--- config.mk ---
export PLATFORM = sky130hd
export DESIGN_NAME = xbm_text_to_pixel_decoder
export DESIGN_NICKNAME = d
export VERILOG_FILES = /design/src/rtl/core/xbmd_pkg.sv /design/src/rtl/core/xbmd_front.sv /design/src/rtl/core/xbmd_queue.sv /design/src/rtl/core/xbmd_back.sv /design/src/rtl/core/xbm_text_to_pixel_decoder.sv
export SDC_FILE = /design/constraint.sdc
export NUM_CORES = 1
export LEC_CHECK = 0
export BUFFER_PORTS_ARGS = -buffer_cell sky130_fd_sc_hd__buf_2
export CAP_MARGIN = 5
export CORE_MARGIN = 2
export CORE_UTILIZATION = 63
export CTS_CLUSTER_DIAMETER = 80
export DETAILED_ROUTE_END_ITERATION = 7
export PLACE_DENSITY_LB_ADDON = 0.3
export SYNTH_ARGS = -nofsm -noshare
export SYNTH_HDL_FRONTEND = slang
export SYNTH_HIERARCHICAL = 1
export SYNTH_SLANG_ARGS = --single-unit
--- constraint.sdc ---
create_clock -name clk_i -period 8.4 [get_ports clk_i]
set_clock_uncertainty 0.2 [all_clocks]
set_input_delay 0.42 -clock clk_i [delete_from_list [all_inputs] [get_ports clk_i]]
set_output_delay 0.42 -clock clk_i [all_outputs]
set_load 0.01 [all_outputs]
--- src/rtl/core/xbmd_pkg.sv ---
// ----------------------------------------------------------------------------
// XBM decoder package
// Shared types, widths and codes of the XBM text-to-pixel decoder.
// ----------------------------------------------------------------------------
package xbmd_pkg;

  // Configuration register file.
  localparam int CfgDataW = 13;
  localparam int CfgMaxVal = (1 << CfgDataW) - 1;
  localparam int DimCmpW = 17;
  localparam int MaxDimensionDef = 4096;

  typedef enum logic [0:0] {
    CfgWidth  = 1'b0,
    CfgHeight = 1'b1
  } xbmd_cfg_e;

  // Result coordinate widths.
  localparam int PixW = 12;
  localparam int ColOutW = PixW - 3;

  // Queue between the tokenizer and the pixel serializer.
  localparam int QueueDepth = 4;
  localparam int QueuePtrW = $clog2(QueueDepth);

  // Characters that the tokenizer recognizes.
  localparam logic [7:0] ChNul = 8'h00;
  localparam logic [7:0] ChZero = 8'h30;
  localparam logic [7:0] ChNine = 8'h39;
  localparam logic [7:0] ChComma = 8'h2C;
  localparam logic [7:0] ChLowX = 8'h78;
  localparam logic [7:0] ChUpX = 8'h58;
  localparam logic [7:0] ChUpA = 8'h41;
  localparam logic [7:0] ChUpF = 8'h46;
  localparam logic [7:0] ChLowA = 8'h61;
  localparam logic [7:0] ChLowF = 8'h66;

  // Input command codes.
  localparam logic CmdChar = 1'b0;
  localparam logic CmdRestart = 1'b1;

  typedef struct packed {
    logic       cmd;
    logic [7:0] char_code;
  } xbmd_in_t;

  typedef struct packed {
    logic [PixW-1:0] pixel_x;
    logic [PixW-1:0] pixel_y;
    logic            pixel_on;
    logic            last;
    logic            image_done;
  } xbmd_out_t;

  // One decoded byte with its place in the image.
  typedef struct packed {
    logic [ColOutW-1:0] col;
    logic [PixW-1:0]    row;
    logic [7:0]         val;
    logic               done;
  } xbmd_byte_t;

  // Queue status seen by the front and back ends.
  typedef struct packed {
    logic full;
    logic empty;
  } xbmd_qstat_t;

endpackage

--- src/rtl/core/xbmd_front.sv ---
// ----------------------------------------------------------------------------
// XBM decoder front end
// Tokenizes characters into byte values and places each byte in the image.
// ----------------------------------------------------------------------------
module xbmd_front import xbmd_pkg::*; #(
  parameter int MAX_DIMENSION = MaxDimensionDef
) (
  input  logic                clk_i,
  input  logic                rst_ni,
  input  logic                cfg_we_i,
  input  logic [0:0]          cfg_index_i,
  input  logic [CfgDataW-1:0] cfg_data_i,
  input  logic                in_valid_i,
  output logic                in_stall_o,
  input  xbmd_in_t            in_word_i,
  input  xbmd_qstat_t         q_stat_i,
  output logic                push_o,
  output xbmd_byte_t          push_byte_o
);

  localparam int EffW = (MAX_DIMENSION > CfgMaxVal) ? CfgDataW : $clog2(MAX_DIMENSION + 1);
  localparam int ColW = EffW - 3;

  typedef enum logic [4:0] {
    ModeIdle    = 5'b00001,
    ModeZero    = 5'b00010,
    ModeDec     = 5'b00100,
    ModeHex     = 5'b01000,
    ModeSwallow = 5'b10000
  } xbmd_mode_e;

  logic [CfgDataW-1:0] width_q, height_q;
  xbmd_mode_e          mode_q, mode_d;
  logic [7:0]          acc_q, acc_d;
  logic [ColW-1:0]     col_q, col_d;
  logic [EffW-1:0]     row_q, row_d;
  logic                fin_q, fin_d;

  logic            accept;
  logic [7:0]      ch;
  logic            is_dig, is_hex;
  logic [3:0]      nib;
  logic            emit_req, nul_fin;
  logic [7:0]      emit_val;
  logic [EffW-1:0] w_eff, h_eff;
  logic [EffW-3:0] per_row;
  logic [EffW:0]   w_plus;
  logic [ColW-1:0] col1;
  logic [ColW:0]   col_next;
  logic [EffW-1:0] row1;
  logic            pos_fin, pos_push, pos_done;

  // The input side only waits on a full queue.
  assign in_stall_o = q_stat_i.full;
  assign accept = in_valid_i & ~in_stall_o;

  assign ch = in_word_i.char_code;
  assign is_dig = (ch >= ChZero) && (ch <= ChNine);
  always_comb begin
    is_hex = 1'b1;
    nib = 4'd0;
    if (is_dig) begin
      nib = 4'(ch - ChZero);
    end else if ((ch >= ChUpA) && (ch <= ChUpF)) begin
      nib = 4'(ch - ChUpA + 8'd10);
    end else if ((ch >= ChLowA) && (ch <= ChLowF)) begin
      nib = 4'(ch - ChLowA + 8'd10);
    end else begin
      is_hex = 1'b0;
    end
  end

  // Token recognizer.
  always_comb begin
    mode_d = mode_q;
    acc_d = acc_q;
    emit_req = 1'b0;
    emit_val = acc_q;
    nul_fin = 1'b0;
    unique case (mode_q)
      ModeZero: begin
        if ((ch == ChLowX) || (ch == ChUpX)) begin
          acc_d = 8'd0;
          mode_d = ModeHex;
        end else if (is_dig) begin
          acc_d = ch - ChZero;
          mode_d = ModeDec;
        end else begin
          emit_req = 1'b1;
          emit_val = 8'd0;
          acc_d = 8'd0;
          mode_d = ModeIdle;
          nul_fin = (ch == ChNul);
        end
      end
      ModeDec: begin
        if (is_dig) begin
          acc_d = (acc_q << 3) + (acc_q << 1) + (ch - ChZero);
        end else begin
          emit_req = 1'b1;
          acc_d = 8'd0;
          mode_d = ModeIdle;
          nul_fin = (ch == ChNul);
        end
      end
      ModeHex: begin
        if (is_hex) begin
          acc_d = {acc_q[3:0], nib};
        end else begin
          emit_req = 1'b1;
          acc_d = 8'd0;
          mode_d = ModeIdle;
          nul_fin = (ch == ChNul);
        end
      end
      ModeSwallow: begin
        mode_d = ModeIdle;
        nul_fin = (ch == ChNul);
      end
      default: begin
        mode_d = ModeIdle;
        if (ch == ChNul) begin
          nul_fin = 1'b1;
        end else if (ch == ChZero) begin
          acc_d = 8'd0;
          mode_d = ModeZero;
        end else if (is_dig) begin
          acc_d = ch - ChZero;
          mode_d = ModeDec;
        end else if (ch == ChComma) begin
          acc_d = 8'd0;
          mode_d = ModeSwallow;
          emit_req = 1'b1;
          emit_val = 8'd0;
        end
      end
    endcase
  end

  // Byte placement: clamp the size, wrap a stale column, then advance.
  always_comb begin
    w_eff = ({{(DimCmpW-CfgDataW){1'b0}}, width_q} > DimCmpW'(MAX_DIMENSION)) ?
            EffW'(MAX_DIMENSION) : EffW'(width_q);
    h_eff = ({{(DimCmpW-CfgDataW){1'b0}}, height_q} > DimCmpW'(MAX_DIMENSION)) ?
            EffW'(MAX_DIMENSION) : EffW'(height_q);
    w_plus = {1'b0, w_eff} + (EffW+1)'(7);
    per_row = w_plus[EffW:3];
    pos_fin = 1'b0;
    pos_push = 1'b0;
    pos_done = 1'b0;
    col1 = col_q;
    row1 = row_q;
    col_d = col_q;
    row_d = row_q;
    col_next = '0;
    if ((w_eff == '0) || (h_eff == '0) || (row_q >= h_eff)) begin
      pos_fin = 1'b1;
    end else begin
      if ({1'b0, col_q} >= per_row) begin
        col1 = '0;
        row1 = row_q + EffW'(1);
      end
      if (row1 >= h_eff) begin
        pos_fin = 1'b1;
        col_d = col1;
        row_d = row1;
      end else begin
        pos_push = 1'b1;
        col_next = {1'b0, col1} + (ColW+1)'(1);
        if (col_next >= per_row) begin
          col_d = '0;
          row_d = row1 + EffW'(1);
          if (row_d >= h_eff) begin
            pos_fin = 1'b1;
            pos_done = 1'b1;
          end
        end else begin
          col_d = col_next[ColW-1:0];
        end
      end
    end
  end

  logic do_char;
  assign do_char = accept & (in_word_i.cmd == CmdChar) & ~fin_q;
  assign push_o = do_char & emit_req & pos_push;

  always_comb begin
    push_byte_o.col = ColOutW'(col1);
    push_byte_o.row = PixW'(row1);
    push_byte_o.val = emit_val;
    push_byte_o.done = pos_done;
  end

  assign fin_d = fin_q | nul_fin | (emit_req & pos_fin);

  always_ff @(posedge clk_i or negedge rst_ni) begin
    if (!rst_ni) begin
      width_q <= CfgDataW'(8);
      height_q <= CfgDataW'(1);
    end else if (cfg_we_i) begin
      unique case (cfg_index_i)
        CfgWidth:  width_q <= cfg_data_i;
        CfgHeight: height_q <= cfg_data_i;
        default:   width_q <= width_q;
      endcase
    end
  end

  always_ff @(posedge clk_i or negedge rst_ni) begin
    if (!rst_ni) begin
      mode_q <= ModeIdle;
      acc_q <= '0;
      col_q <= '0;
      row_q <= '0;
      fin_q <= 1'b0;
    end else if (accept && (in_word_i.cmd == CmdRestart)) begin
      mode_q <= ModeIdle;
      acc_q <= '0;
      col_q <= '0;
      row_q <= '0;
      fin_q <= 1'b0;
    end else if (do_char) begin
      mode_q <= mode_d;
      acc_q <= acc_d;
      fin_q <= fin_d;
      if (emit_req) begin
        col_q <= col_d;
        row_q <= row_d;
      end
    end
  end

`ifndef SYNTHESIS
  // Once finished, no byte leaves until a restart.
  assert property (@(posedge clk_i) disable iff (!rst_ni) fin_q |-> !push_o)
    else $error("byte queued after the image finished");
  // The last byte of an image always ends decoding.
  assert property (@(posedge clk_i) disable iff (!rst_ni)
    (push_o && push_byte_o.done) |=> fin_q)
    else $error("final byte did not finish the image");
`endif

endmodule

--- src/rtl/core/xbmd_queue.sv ---
// ----------------------------------------------------------------------------
// XBM decoder byte queue
// Short first-in first-out buffer of placed bytes between front and back.
// ----------------------------------------------------------------------------
module xbmd_queue import xbmd_pkg::*; (
  input  logic        clk_i,
  input  logic        rst_ni,
  input  logic        push_i,
  input  xbmd_byte_t  push_byte_i,
  input  logic        pop_i,
  output xbmd_byte_t  head_o,
  output xbmd_qstat_t stat_o
);

  xbmd_byte_t           mem_q [QueueDepth];
  logic [QueuePtrW-1:0] wr_ptr_q, rd_ptr_q;
  logic [QueuePtrW:0]   count_q;

  assign stat_o.full = (count_q == (QueuePtrW+1)'(QueueDepth));
  assign stat_o.empty = (count_q == '0);
  assign head_o = mem_q[rd_ptr_q];

  always_ff @(posedge clk_i) begin
    if (push_i) begin
      mem_q[wr_ptr_q] <= push_byte_i;
    end
  end

  always_ff @(posedge clk_i or negedge rst_ni) begin
    if (!rst_ni) begin
      wr_ptr_q <= '0;
      rd_ptr_q <= '0;
      count_q <= '0;
    end else begin
      if (push_i) begin
        wr_ptr_q <= wr_ptr_q + QueuePtrW'(1);
      end
      if (pop_i) begin
        rd_ptr_q <= rd_ptr_q + QueuePtrW'(1);
      end
      if (push_i && !pop_i) begin
        count_q <= count_q + (QueuePtrW+1)'(1);
      end else if (pop_i && !push_i) begin
        count_q <= count_q - (QueuePtrW+1)'(1);
      end
    end
  end

`ifndef SYNTHESIS
  assert property (@(posedge clk_i) disable iff (!rst_ni) stat_o.full |-> !push_i)
    else $error("push into a full byte queue");
  assert property (@(posedge clk_i) disable iff (!rst_ni) stat_o.empty |-> !pop_i)
    else $error("pop from an empty byte queue");
`endif

endmodule

--- src/rtl/core/xbmd_back.sv ---
// ----------------------------------------------------------------------------
// XBM decoder back end
// Serializes each queued byte into eight pixel words, least significant first.
// ----------------------------------------------------------------------------
module xbmd_back import xbmd_pkg::*; (
  input  logic        clk_i,
  input  logic        rst_ni,
  input  xbmd_byte_t  head_i,
  input  xbmd_qstat_t q_stat_i,
  output logic        pop_o,
  output logic        out_valid_o,
  input  logic        out_stall_i,
  output xbmd_out_t   out_word_o
);

  logic       busy_q;
  xbmd_byte_t cur_q;
  logic [2:0] bit_q;
  logic       out_acc, last_bit;

  assign out_acc = busy_q & ~out_stall_i;
  assign last_bit = (bit_q == 3'd7);
  // Load a new byte when empty-handed or as the eighth pixel leaves.
  assign pop_o = ~q_stat_i.empty & (~busy_q | (out_acc & last_bit));

  assign out_valid_o = busy_q;
  always_comb begin
    out_word_o.pixel_x = {cur_q.col, bit_q};
    out_word_o.pixel_y = cur_q.row;
    out_word_o.pixel_on = cur_q.val[bit_q];
    out_word_o.last = last_bit;
    out_word_o.image_done = last_bit & cur_q.done;
  end

  always_ff @(posedge clk_i) begin
    if (pop_o) begin
      cur_q <= head_i;
    end
  end

  always_ff @(posedge clk_i or negedge rst_ni) begin
    if (!rst_ni) begin
      busy_q <= 1'b0;
      bit_q <= '0;
    end else if (pop_o) begin
      busy_q <= 1'b1;
      bit_q <= '0;
    end else if (out_acc) begin
      bit_q <= bit_q + 3'd1;
      if (last_bit) begin
        busy_q <= 1'b0;
      end
    end
  end

`ifndef SYNTHESIS
  assert property (@(posedge clk_i) disable iff (!rst_ni) !busy_q |-> (bit_q == 3'd0))
    else $error("pixel counter left mid-byte while idle");
`endif

endmodule

--- src/rtl/core/xbm_text_to_pixel_decoder.sv ---
// ----------------------------------------------------------------------------
// XBM text-to-pixel decoder
// Turns the text of an XBM bits array into a stream of pixel words.
// ----------------------------------------------------------------------------
//
//   Channel   Direction  Handshake              Word
//   input     in         in_valid_i/in_stall_o  xbmd_in_t  (cmd, char_code)
//   output    out        out_valid_o/out_stall_i xbmd_out_t (x, y, on, last, done)
//   config    in         cfg_we_i               cfg_index_i, cfg_data_i
//
// The front end takes one character word per cycle while the queue is not full,
// and decides in that same cycle whether it completes a byte and where that byte
// lands in the image. A completed byte enters a four-entry queue; the back end
// then sends eight pixel words, one per cycle while the output does not stall.
// The input side stalls only while the queue is full, so dense text such as
// "0,0," runs at the output's pace of eight words per two characters.
// Reset restores a width of 8 and a height of 1 and clears all position state.
// A restart word clears position and token state but keeps queued pixels.
//
module xbm_text_to_pixel_decoder import xbmd_pkg::*; #(
  parameter int MAX_DIMENSION = MaxDimensionDef
) (
  input  logic                clk_i,
  input  logic                rst_ni,
  input  logic                cfg_we_i,
  input  logic [0:0]          cfg_index_i,
  input  logic [CfgDataW-1:0] cfg_data_i,
  input  logic                in_valid_i,
  output logic                in_stall_o,
  input  xbmd_in_t            in_word_i,
  output logic                out_valid_o,
  input  logic                out_stall_i,
  output xbmd_out_t           out_word_o
);

  // Front-to-queue and queue-to-back connections.
  logic        push, pop;
  xbmd_byte_t  push_byte, head;
  xbmd_qstat_t q_stat;

  // Tokenizer and byte placement.
  xbmd_front #(
    .MAX_DIMENSION(MAX_DIMENSION)
  ) u_front (
    .clk_i      (clk_i),
    .rst_ni     (rst_ni),
    .cfg_we_i   (cfg_we_i),
    .cfg_index_i(cfg_index_i),
    .cfg_data_i (cfg_data_i),
    .in_valid_i (in_valid_i),
    .in_stall_o (in_stall_o),
    .in_word_i  (in_word_i),
    .q_stat_i   (q_stat),
    .push_o     (push),
    .push_byte_o(push_byte)
  );

  // Decouples character intake from pixel output.
  xbmd_queue u_queue (
    .clk_i      (clk_i),
    .rst_ni     (rst_ni),
    .push_i     (push),
    .push_byte_i(push_byte),
    .pop_i      (pop),
    .head_o     (head),
    .stat_o     (q_stat)
  );

  // Pixel serializer; its byte register doubles as the output register.
  xbmd_back u_back (
    .clk_i      (clk_i),
    .rst_ni     (rst_ni),
    .head_i     (head),
    .q_stat_i   (q_stat),
    .pop_o      (pop),
    .out_valid_o(out_valid_o),
    .out_stall_i(out_stall_i),
    .out_word_o (out_word_o)
  );

endmodule
======== Word-level counts from Yosys, hierarchy flattened ========
Memories as Yosys holds them, arrays and structs flattened. A register that Yosys moved wholly into a read port is not among the register bits.
Cells that the tools add are included.
word-level totals
  register bits after elaboration ......... 74
  bits in writable memories ............... 120
  input port bits ......................... 28
  output and inout bits ................... 29
  logic and storage cells ................. 195
  memories ................................ 1
operators by class
  add/sub/neg operators ................... 16
  $lt $le $gt $ge ......................... 14
  equal/unequal tests ..................... 15
  mux-type cells .......................... 88
  bitwise gates (word level) .............. 20
  reduce and logical (&&, ||, !) cells .... 29
memories
  memory         words  bits a word  read ports  clocked after Yosys merged registers in  wr ports  RTL line          RTL
  u_queue.mem_q  4      30           1           1                                        1         xbmd_queue.sv:15  xbmd_byte_t mem_q [QueueDepth];
operators with widths
  cell                   number
  $mux 13                10
  $mux 8                 15
  $mux 10                8
  $mux 5                 9
  $ge 13x13->1           3
  $pmux 8 s4             1
  $mux 1                 30
  $add 13x1->13 const B  2
  $gt 13x13->1 const B   2
  $logic_not 13->1       2
  $pmux 5 s4             1
  $add 8x8->8            2
  $eq 8x6->1 const B     2
  $eq 8x7->1 const B     2
  $ge 8x7->1 const B     2
  $le 8x7->1 const B     2
  $pmux 8 s2             1
  $mux 3                 5
  $add 13x3->14 const B  1
  $mux 12                1
  $mux 4                 3
  $add 10x1->11 const B  1
  $ge 10x11->1           1
  $ge 11x11->1           1
  other kinds (35)       75

======== Longest topological paths before layout ========
  depth in word-level cells ............... 16
  depth in mapped cells ................... 34
  mapped depth without buffers ............ 29

======== Modules after synthesis ========
The synthesis kept the hierarchy.
by module, submodules not included
  module      times used  cells an instance  area each (um2)  seq. area each (um2)
  xbmd_front  1           848                6,989.2          1,580.3
  xbmd_queue  1           191                4,763.3          3,778.6
  xbmd_back   1           72                 1,328.8          1,001.0

======== Worst setup path before layout ========
OpenSTA, ideal clock, no wires.
  kind .................................... register to register
  start ................................... reg u_front.width_q[3]
  end ..................................... mem u_queue/mem_q[0][0] in the netlist's numbering (enable)
  setup time .............................. 0.390 ns
  arrival ................................. 6.238 ns
  required time ........................... 7.810 ns
  setup slack ............................. 1.572 ns
  cell stages (with the launch flop) ...... 27
  buffers on the path ..................... 4
  period minus slack after synthesis ...... 6.828 ns
  path through ............................ dfstp_2 > o311a_4 > and4b_1 > buf_6 > nand3_1 > nor2_1 > xor2_1 > nand2b_1 > ha_1 > nand3_1 > nor4_4 > a21o_1 > buf_4 > clkbuf_1 > nand2_1 > o21ai_0 > ha_1 > nor2b_1 > o21a_1 > o21a_1 > o21ai_0 > a211oi_1 > o31ai_1 > clkbuf_1 > nand2_1 > nor2_1 > and2_1
on the way
  word-level cells in the longest chain between the ends .. 12
  elaborated cells between the ends (all ways) .. 15
  those cells by class .................... add/sub: 1; order compare: 3; mux: 7; bitwise: 1; reduce/logical: 3
ends and longest elaborated chain
  item                            RTL line                         RTL
  start: declaration              xbmd_front.sv:32                 logic [CfgDataW-1:0] width_q, height_q;
  start signal: assignment        xbmd_front.sv:199                width_q <= CfgDataW'(8);
  start signal: assignment        xbmd_front.sv:203                CfgWidth: width_q <= cfg_data_i;
  start signal: assignment        xbmd_front.sv:205                default: width_q <= width_q;
  $gt 13x13->1                    xbmd_front.sv:142                w_eff = ({{(DimCmpW-CfgDataW){1'b0}}, width_q} > DimCmpW'(MAX_DIMENSION)) ?
  $mux 13 *                       xbmd_front.sv:142
  $add 13x3->14                   xbmd_front.sv:146                w_plus = {1'b0, w_eff} + (EffW+1)'(7);
  $ge 10x11->1                    xbmd_front.sv:159                if ({1'b0, col_q} >= per_row) begin
  $mux 13                         xbmd_front.sv:159
  $mux 13                         xbmd_front.sv:156                if ((w_eff == '0) || (h_eff == '0) || (row_q >= h_eff)) begin
  $ge 13x13->1                    xbmd_front.sv:163                if (row1 >= h_eff) begin
  $mux 1                          xbmd_front.sv:163
  $mux 1 *                        xbmd_front.sv:156
  $and 1x1->1 *                   xbmd_front.sv:186                assign push_o = do_char & emit_req & pos_push;
  net push                        xbm_text_to_pixel_decoder.sv:37  logic push, pop;
  $mux 1 *                        xbmd_queue.sv:24                 if (push_i) begin
  $mux 1 (not written as such) *  xbmd_queue.sv:25                 mem_q[wr_ptr_q] <= push_byte_i;
  end: declaration                xbmd_queue.sv:15
Mark *: on every way through the listed nets, which the timed path passes. The rest lies on a longest branch. The select of a mux whose other input is x is not followed.

======== Final worst setup path ========
  start ................................... reg u_front.width_q[3]
  end ..................................... reg u_front.row_q[2]
on the way
  word-level cells in the longest chain between the ends .. 13
  elaborated cells between the ends (all ways) .. 24
  those cells by class .................... add/sub: 3; order compare: 4; eq/ne: 1; mux: 11; reduce/logical: 5
ends and longest elaborated chain
  item                                                                    RTL line           RTL
  $gt 13x13->1                                                            xbmd_front.sv:142
  $mux 13 *                                                               xbmd_front.sv:142
  parallel branches: the longest is 11 deep, another holds $add 13x3->14  --
  end signal: assignment                                                  xbmd_front.sv:229  row_q <= row_d;
  end: declaration                                                        xbmd_front.sv:36   logic [EffW-1:0] row_q, row_d;
Mark *: on every way between the ends. The select of a mux whose other input is x is not followed.
A chain may end at the register's enable or synchronous reset.

==> metrics.md <==
| Metric | Value |
|---|---|
| GRT Total Usage | `0.260` |
| Slowest stage cell, crit path | `dfstp_2` |
| Htree depth | `1` |
| Synth-to-Final Area Change | `8.79%` |
| Worst min path class | `in2reg` |
| Largest stage delay, worst path | `0.59 ns` |
| Final non-filler cell total | `1425` |
| Worst vdd ir | `roughly 0.15 mV` |
| Final hold vios | `0` |
| TritonCTS clock tree | `done` |
| Seq pwr share | `0.459` |
| DRT iter0 DRCs | `595` |
| Pin count of the biggest net entering global routing | `75` |
| CP max FO | `20` |
| Via density | `between 6 and 7` |
| Yosys warnings | `6` |
| # nets final | `1254` |
| Num CTS Buffers | `23` |
| Synthesized instance count | `between 1000 and 1500` |
| Via count of the routed design | `8766` |
| Global route overflow | `0` |
| Register clock-pin slew on the reported worst setup and hold paths | `0.06 ns` |
| Die width | `approximately 150 um` |
| Die height | `about 150 um` |
| Slew @ Worst Pin | `1.16 ns` |
| Yosys top cell area share | `0.344` |
| Psw | `0.000802 W` |
| Worst Path Required | `8.61 ns` |
| CP Data Arrival Time | `7.42 ns` |
| Post-Place Cells | `around 1400` |
| Std-Cell Rows | `52` |
| Multi-input gate area | `roughly 0.0061 sq mm` |
| Worst slack, placed | `1.32 ns` |
| Setup TNS | `0 ns` |
| Power Density | `~210 mW/mm^2` |
| I/O pin count | `57` |
| Sw Ratio | `0.270` |
| Gpl congestion | `0.966` |
| Vias in the first global route | `8544` |
| Startpoint types | `flop` |
| Final WL | `27.9 mm` |
| Post-synth EDFFs | `150` |
| CORE AREA | `0.0203 sq mm` |
| Power share of the combinational group | `0.193` |
| Initial antenna violation count | `0` |
| FF+latch count, synth | `224` |
| Fmax | `~140 MHz` |
| Yosys top cell by area | `edfxtp_1` |
| Asr flop ratio synth | `0.330` |
| Post-CTS Setup Bufs | `0` |
| Top cells by area, synth | `edfxtp_1 34%, dfrtp_1 14%, ha_1 7.7%` |
| Die area | `0.0219 sq mm` |
| Final period util | `0.859` |
| Static leakage | `5.78 nW` |
| Cell area after synthesis | `0.0131 sq mm` |
| Post-route antenna net violation count | `0` |
| Syn_nets | `1226` |
| # DRC | `0` |
| Sequential share of the synthesized area | `0.486` |
| Internal power | `0.00217 W` |
| Post-synth top flop | `edfxtp_1` |
| Setup Viol. Count Final | `0` |
| Synth cell types | `93` |
| ANT cells | `0` |
| Layout cells sized above 1 | `0.164` |
| Setup WS post-layout | `approximately 1.2 ns` |
| Clk_lat worst skew | `~0.5 ns` |
| Starting Density | `0.644` |
| Buffers added on ports | `56` |
| Max-Cap Viols | `0` |
| Clock Tree Buf Depth | `3` |
| Fillcell total | `1459` |
| Slew Viols, Final | `0` |
| Clock sinks | `224` |
| CTS resizes | `0` |
| Worst Setup End Kind | `flop` |
| Mean Syn Cell Area | `11.8 sq um` |
| Post-DP HPWL | `19.0 mm` |
| Slew HR | `0.228` |
| Most frequent cells in the layout | `150 x edfxtp_1, 84 x nand2_1, 81 x ha_1` |
| Hold_buf cts | `13` |
| CTS Root Cell | `clkbuf_16` |
| Critical path class | `reg2reg` |
| Clock power frac | `0.348` |
| Most common cell after layout, fill and taps aside | `edfxtp_1` |
| RSZ-0062 raised after global routing | `no` |
| First-pass GRT wire length | `between 40 and 50 mm` |
| Status | `finished, final reports clean` |
| Storage element area | `0.00636 sq mm` |
| First-pass iteration count of the detailed router | `5` |
| Avg WL per Cell | `19.6 um` |
| Min Tclk post-route | `7.21 ns` |
routing by layer:
layer	routed length, um	track usage	up-vias	share of wire
li1	-	-	4147	-
met1	12900	0.396	4290	0.46
met2	13200	0.416	293	0.47
met3	1440	0.0288	36	0.052
met4	346	0.0476	0	0.012
met5	0	0	-	0
final cells by class:
class | count | share of cell area
Tap cell | 270 | 0.0237
Timing Repair Buffer | 79 | 0.0343
Multi-Input combinational cell | 771 | 0.430
Clock inverter | 9 | 0.00879
Sequential cell | 224 | 0.447
Inverter | 40 | 0.0106
Clock buffer | 32 | 0.0456
power by group through the flow:
stage | sequential [W] | combinational (W) | clock [W]
5_1_grt | 0.00138 | 0.000632 | 0.00110
6_report | 0.00136 | 0.000574 | 0.00103
2_1_floorplan | 0.00133 | 0.000517 | 0
3_5_place_dp | 0.00139 | 0.000564 | 0
3_3_place_gp | 0.00138 | 0.000546 | 0
4_1_cts | 0.00137 | 0.000576 | 0.00105
sequential cells by signal (all words and copies together), names as in the netlist, 2 cells and up:
| register | cells |
|---|---|
| u_back/bit_q | 3 |
| u_front/mode_q | 5 |
| u_queue/rd_ptr_q | 2 |
| u_back/cur_q | 9 |
| u_front/acc_q | 8 |
| u_front/width_q | 13 |
| u_back/out_word_o | 21 |
| u_front/col_q | 10 |
| u_queue/mem_q | 120 |
| u_queue/wr_ptr_q | 2 |
| u_front/row_q | 13 |
| u_queue/count_q | 3 |
| u_front/height_q | 13 |
worst max-delay path: cells and delay by family (launching register included):
kind,cells,cell delay [ns]
adder cells (fa/ha/maj),3,0.83
XOR/XNOR,2,0.33
AO/OA/AOI/OAI,10,2.18
buffers and inverters,1,0.20
flip-flops,1,0.59
AND/OR/NAND/NOR,14,2.78
cells by family after synthesis:
| kind of cell | Yosys count | share of synthesized area |
|---|---|---|
| buffers and inverters | 116 | 0.0472 |
| AND/OR/NAND/NOR | 339 | 0.134 |
| other | 1 | 0.000287 |
| multiplexers | 67 | 0.0862 |
| adder cells (fa/ha/maj) | 88 | 0.0875 |
| AO/OA/AOI/OAI | 203 | 0.107 |
| flip-flops | 224 | 0.486 |
| XOR/XNOR | 73 | 0.0511 |
synthesized netlist by cell type (4+ instances only):
library cell and count:
dfrtp_1 71, o21ai_0 54, nor3_1 22, and3_1 12, mux2_2 25, a31oi_1 6
edfxtp_1 150, xnor2_1 49, mux4_1 4, a221o_1 5, a32o_1 5, nand2_1 84
a21oi_1 47, mux2i_1 8, mux4_2 28, buf_2 11, xor2_1 21, inv_1 40
nor2b_1 22, nor2_1 68, buf_4 26, a22oi_1 5, nor4_1 10, buf_1 7
fa_1 6, nor3b_1 6, ha_1 81, o21a_1 6, nand3_1 36, a21o_1 20
and2_1 23, clkbuf_1 26, nand4_1 12, or3_1 6, nand2b_1 15
stage by stage:
stage          area (sq um)  hold WS, ns  utilization  total power (W)
3_3_place_gp          13300        0.277        0.656          0.00193
5_1_grt               14200       0.0207        0.701          0.00311
6_report              14200       0.0204        0.701          0.00297
3_5_place_dp          13300        0.301        0.656          0.00195
4_1_cts               14200      0.00439        0.701          0.00299
2_1_floorplan         13100      -0.0756            -          0.00184
final timing paths:
kind / start / endpoint / depth (start not counted) / slack (ns)
max: u_front/width_q[3] / u_front/row_q[2] / 30 / 1.19
min reg2reg: u_queue/count_q[2] / u_queue/count_q[2] / 1 / 0.31
max reg2reg: u_front/width_q[3] / u_front/row_q[2] / 30 / 1.19
min: cfg_data_i[8] / u_front/height_q[8] / 2 / 0.02
min in group asynchronous: rst_ni / u_front/height_q[4] / 2 / 0.44
max in group asynchronous: rst_ni / u_queue/rd_ptr_q[0] / 2 / 6.89
Note: power is estimated with default switching activity, not from simulation.
